File: config.mk
export PLATFORM = sky130hd
export DESIGN_NAME = hsc_step
export DESIGN_NICKNAME = d
export VERILOG_FILES = /design/src/rtl/core/hsc_pkg.sv /design/src/rtl/core/hsc_step.sv
export SDC_FILE = /design/constraint.sdc
export NUM_CORES = 1
export LEC_CHECK = 0
export BUFFER_PORTS_ARGS = -buffer_cell sky130_fd_sc_hd__buf_2
export CAP_MARGIN = 20
export CELL_PAD_IN_SITES_DETAIL_PLACEMENT = 2
export CELL_PAD_IN_SITES_GLOBAL_PLACEMENT = 2
export CORE_MARGIN = 4
export CORE_UTILIZATION = 18
export DETAILED_ROUTE_END_ITERATION = 8
export PLACE_DENSITY_LB_ADDON = 0.15
export SETUP_SLACK_MARGIN = 0.15
export SYNTH_ARGS = -nofsm -noshare
export SYNTH_HDL_FRONTEND = slang
export SYNTH_SLANG_ARGS = --single-unit
export TNS_END_PERCENT = 1
File: constraint.sdc
create_clock -name vclk -period 1.95
set_input_delay 0 -clock vclk [all_inputs]
set_output_delay 0 -clock vclk [all_outputs]
set_load 0.05 [all_outputs]
File: src/rtl/core/hsc_pkg.sv
// Package with shared types, constants and helper functions of the hostname syntax checker.
package hsc_pkg;

  localparam int DEF_MAX_NAME_LEN = 255;
  localparam int MAX_LABEL_LEN    = 63;

  localparam int LABEL_LEN_W = 7;
  localparam logic [LABEL_LEN_W-1:0] LABEL_LEN_SAT = 7'd127;
  localparam logic [7:0] POS_SAT = 8'd255;

  localparam logic [7:0] CHAR_DOT    = 8'h2E;
  localparam logic [7:0] CHAR_HYPHEN = 8'h2D;

  typedef enum logic [2:0] {
    ST_OK      = 3'd0,
    ST_EDGE    = 3'd1,
    ST_LONG    = 3'd2,
    ST_LABEL   = 3'd3,
    ST_ILLEGAL = 3'd4
  } status_t;

  typedef enum logic [1:0] {
    KIND_NONE    = 2'd0,
    KIND_LABEL   = 2'd1,
    KIND_ILLEGAL = 2'd2
  } err_kind_t;

  typedef struct packed {
    logic       fire;
    status_t    status;
    logic [7:0] error_position;
  } verdict_t;

  function automatic logic legal_byte(input logic [7:0] c);
    return (c inside {[8'h61:8'h7A], [8'h30:8'h39], [8'h41:8'h5A], CHAR_DOT, CHAR_HYPHEN});
  endfunction

  function automatic logic edge_byte(input logic [7:0] c);
    return (c == CHAR_DOT) || (c == CHAR_HYPHEN);
  endfunction

endpackage

File: src/rtl/core/hsc_step.sv
// Next-state and verdict logic for one hostname byte.
module hsc_step #(
  parameter int MAX_NAME_LEN = hsc_pkg::DEF_MAX_NAME_LEN,
  parameter int BC_W         = $clog2(MAX_NAME_LEN + 2)
) (
  input  logic [7:0]                     char_byte,
  input  logic                           is_last,
  input  logic                           is_empty,
  input  logic [BC_W-1:0]                byte_count,
  input  logic [hsc_pkg::LABEL_LEN_W-1:0] label_length,
  input  logic [7:0]                     previous_byte,
  input  logic                           first_byte_bad,
  input  hsc_pkg::err_kind_t             pending_kind,
  input  logic [7:0]                     pending_index,
  output logic [BC_W-1:0]                byte_count_nxt,
  output logic [hsc_pkg::LABEL_LEN_W-1:0] label_length_nxt,
  output logic [7:0]                     previous_byte_nxt,
  output logic                           first_byte_bad_nxt,
  output hsc_pkg::err_kind_t             pending_kind_nxt,
  output logic [7:0]                     pending_index_nxt,
  output hsc_pkg::verdict_t              verdict
);

  localparam int POS_W = (BC_W + 1 > 9) ? BC_W + 1 : 9;
  localparam logic [BC_W-1:0]  COUNT_SAT = BC_W'(MAX_NAME_LEN + 1);
  localparam logic [POS_W-1:0] POS_LIMIT = POS_W'(255);

  logic [POS_W-1:0] pos;
  logic [BC_W-1:0] count_upd;
  logic            is_dot;
  logic [hsc_pkg::LABEL_LEN_W-1:0] label_upd;
  hsc_pkg::err_kind_t kind_upd;
  logic [7:0]      index_upd;
  logic            first_upd;

  assign pos    = POS_W'(byte_count) + POS_W'(1);
  assign is_dot = (char_byte == hsc_pkg::CHAR_DOT);

  always_comb begin
    kind_upd  = pending_kind;
    index_upd = pending_index;
    if (pending_kind == hsc_pkg::KIND_NONE) begin
      if (!hsc_pkg::legal_byte(char_byte)) begin
        kind_upd  = hsc_pkg::KIND_ILLEGAL;
        index_upd = (pos > POS_LIMIT) ? hsc_pkg::POS_SAT : pos[7:0];
      end else if (is_dot) begin
        if ((byte_count != '0) && (previous_byte == hsc_pkg::CHAR_DOT)) begin
          kind_upd = hsc_pkg::KIND_LABEL;
        end
      end else if (label_length >= hsc_pkg::LABEL_LEN_W'(hsc_pkg::MAX_LABEL_LEN)) begin
        kind_upd = hsc_pkg::KIND_LABEL;
      end
    end
    if (is_dot) begin
      label_upd = '0;
    end else if (label_length < hsc_pkg::LABEL_LEN_SAT) begin
      label_upd = label_length + hsc_pkg::LABEL_LEN_W'(1);
    end else begin
      label_upd = label_length;
    end
    first_upd = first_byte_bad || ((byte_count == '0) && hsc_pkg::edge_byte(char_byte));
    count_upd = (byte_count < COUNT_SAT) ? byte_count + BC_W'(1) : byte_count;
  end

  always_comb begin
    verdict.fire           = is_empty || is_last;
    verdict.status         = hsc_pkg::ST_OK;
    verdict.error_position = '0;
    if (is_empty || first_upd || hsc_pkg::edge_byte(char_byte)) begin
      verdict.status = hsc_pkg::ST_EDGE;
    end else if (count_upd > BC_W'(MAX_NAME_LEN)) begin
      verdict.status = hsc_pkg::ST_LONG;
    end else if (kind_upd == hsc_pkg::KIND_ILLEGAL) begin
      verdict.status         = hsc_pkg::ST_ILLEGAL;
      verdict.error_position = index_upd;
    end else if (kind_upd == hsc_pkg::KIND_LABEL) begin
      verdict.status = hsc_pkg::ST_LABEL;
    end
  end

  always_comb begin
    if (is_empty || is_last) begin
      byte_count_nxt     = '0;
      label_length_nxt   = '0;
      previous_byte_nxt  = '0;
      first_byte_bad_nxt = 1'b0;
      pending_kind_nxt   = hsc_pkg::KIND_NONE;
      pending_index_nxt  = '0;
    end else begin
      byte_count_nxt     = count_upd;
      label_length_nxt   = label_upd;
      previous_byte_nxt  = char_byte;
      first_byte_bad_nxt = first_upd;
      pending_kind_nxt   = kind_upd;
      pending_index_nxt  = index_upd;
    end
  end

endmodule

==> results by group <==
Synthesis
  – Post-synthesis cell type count: 45
  – Cell area after synthesis: 1105 um2
  – Post-synth top area cell: a21oi_1
  – Ranking of synthesized cells by area: a21oi_1, nor2_1, nor3_1, xnor2_1, nor4_1
  – Top cells by count, synth: nor2_1, a21oi_1, nor3_1
  – Post-Synthesis Cells: 175
  – Syn_nets: 224
  – Seq/Total Area, Yosys: 0
  – Count leader, synth: nor2_1
  – Synth Area per Inst: 6.313 um2
  – Synth warnings: 0
  – Area share of the leading cell type in the synthesized netlist: 0.08154

Layout
  – # nets final: between 300 and 400
  – Area growth from synthesis to layout: 118.9%
  – Seq cells: 0
  – Share of cells above drive strength 1: 0.6190
  – Layout Utilization: 0.4061
  – FF+latch area: 0 um2
  – Clock buf count: 0
  – Number of diodes: 0

Outcome
  – Outcome: finished, final reports clean

Setup path
  – Crit path DAT: 1.86 ns
  – CP Capture Type: output pin
  – Critical Path Source: char_byte[1]
  – Crit path max fanout: 9
  – Req. time, crit path: 1.95 ns
  – Critical path class: in2out
  – Critical Path Start Type: input pin

Timing
  – Minimum clock period: 1.865 ns
  – Slew margin rel.: 0.6317
  – Worst-margin pin slew: between 0.5 and 0.6 ns
  – Post-route clock period utilization: 0.9564
  – Post-Route Setup TNS: 0 ns
  – Fmax: about 0.54 GHz
  – Slew Viols, Final: 0
  – Final Hold Viols: 0
  – Hold_ws: 0.4057 ns
  – # setup viols final: 0
  – RSZ-0062 raised after global routing: yes
  – Worst setup margin: 0.08511 ns

Global routing
  – Initial antenna violation count: 0
  – Largest net degree at the start of global routing: 22
  – Vias in the first global route: about 1,900
  – Grt total ovfl: 0
  – GRT Total Usage: 0.1500
  – First-pass GRT wire length: 9404 um

Route
  – DRC viols: 0
  – Drt pass-1 iters: 3
  – DR iter-0 viols: 31
  – Vias per cell: 4.973
  – Drt total wl: 6316 um
  – Via count: 1,835
  – Final ANT Viol Nets: 0
  – Wire per inst: 17.12 um

Min path
  – HP Class: in2out
  – Hold_sp: label_length[0]

Power and ir drop
  – P_sw: between 300 and 400 uW
  – Internal: between 200 and 250 uW
  – Design Power: around 590 uW
  – PD cells: 242.1 nW/um2
  – Leak: approximately 0.0011 uW
  – Combinational group share of total power: 1.000
  – Switch share: 0.6347
  – Peak supply drop: 0.08458 mV
  – Clock Power Share: 0
  – Sequential share of power: 0

Place
  – Gp weighted congestion: 0.7179
  – Setup WS pre-CTS: -0.2208 ns
  – Hpwl dp: 4830 um
  – PortBufs: 92

Floorplan
  – Chip width: 86.35 um
  – Die Ht: 86.35 um
  – Io pins: 92
  – Core area: 5956 um2
  – Initial core utilization: 0.1855
  – FP Rows: 28
  – Die footprint: 7455 um2

CTS
  – Hold buffer count at cts: 0

Run
  – Max Cap Viol: 0
==> critical path: stages <==
cell	delay, ns
buf_6	0.09
buf_6	0.12
or4_4	0.49
nor2_4	0.23
o31ai_4	0.12
buf_12	0.16
nor4_4	0.25
buf_4	0.17
nor4_4	0.05
buf_6	0.18
==> worst paths after layout <==
kind                             endpoint  slack, ns  depth (start not counted)
worst max-delay path           verdict[5]       0.09                         10
worst min-delay path  label_length_nxt[0]       0.41                          3
==> final cells by class <==
class | count | area [um2]
repair buffers | 125 | 900.9
fillers | 705 | 3537
well taps | 75 | 93.84
inverters | 10 | 37.54
multi-input cells | 159 | 1386
==> metrics by stage <==
step / cells / cell area (um2)
global route: 369 / 2419
CTS: 367 / 2245
floorplan: 175 / 1254
global placement: 364 / 1993
finish: 369 / 2419
detailed placement: 364 / 1993
==> cells by family (layout without fill, tap and decap cells) <==
group,Yosys count,after routing,synth area share
simple gates,100,100,0.5187
compound gates,37,38,0.2197
buf+inv,17,135,0.07475
xor+xnor,13,13,0.1031
fa+ha+maj,4,4,0.04530
mux,4,4,0.03850
==> per-layer routing <==
metal	GRT usage	routed length, um
met1	0.1943	2664
met2	0.2858	3381
met3	0.01141	270
met4	0	0
met5	0	0
==> placed cells by master (no fill, tap or decap), types with 4 or more instances in the layout <==
cell type / n
a21oi_1: 11
a21oi_2: 8
and2_1: 9
and3_1: 4
buf_12: 5
buf_2: 70
buf_4: 30
buf_6: 20
inv_1: 9
nand2_1: 7
nand3_1: 6
nor2_1: 21
nor3_2: 10
nor4_4: 9
o21ai_0: 5
xnor2_1: 8
xor2_1: 5
==> timing repair <==
item	CTS	global route
resized for setup	54	31
pin swaps	9	17
gates cloned	1	0
setup endpoints to repair	20	21
buffers inserted	2	2
==> power by group through the flow <==
| stage | logic (uW) | clock network [uW] | registers [uW] |
|---|---|---|---|
| global route | 627 | 0 | 0 |
| global placement | 492 | 0 | 0 |
| detailed placement | 498 | 0 | 0 |
| floorplan | 317 | 0 | 0 |
| CTS | 548 | 0 | 0 |
| finish | 586 | 0 | 0 |
Note: power is estimated with default switching activity, not from simulation.
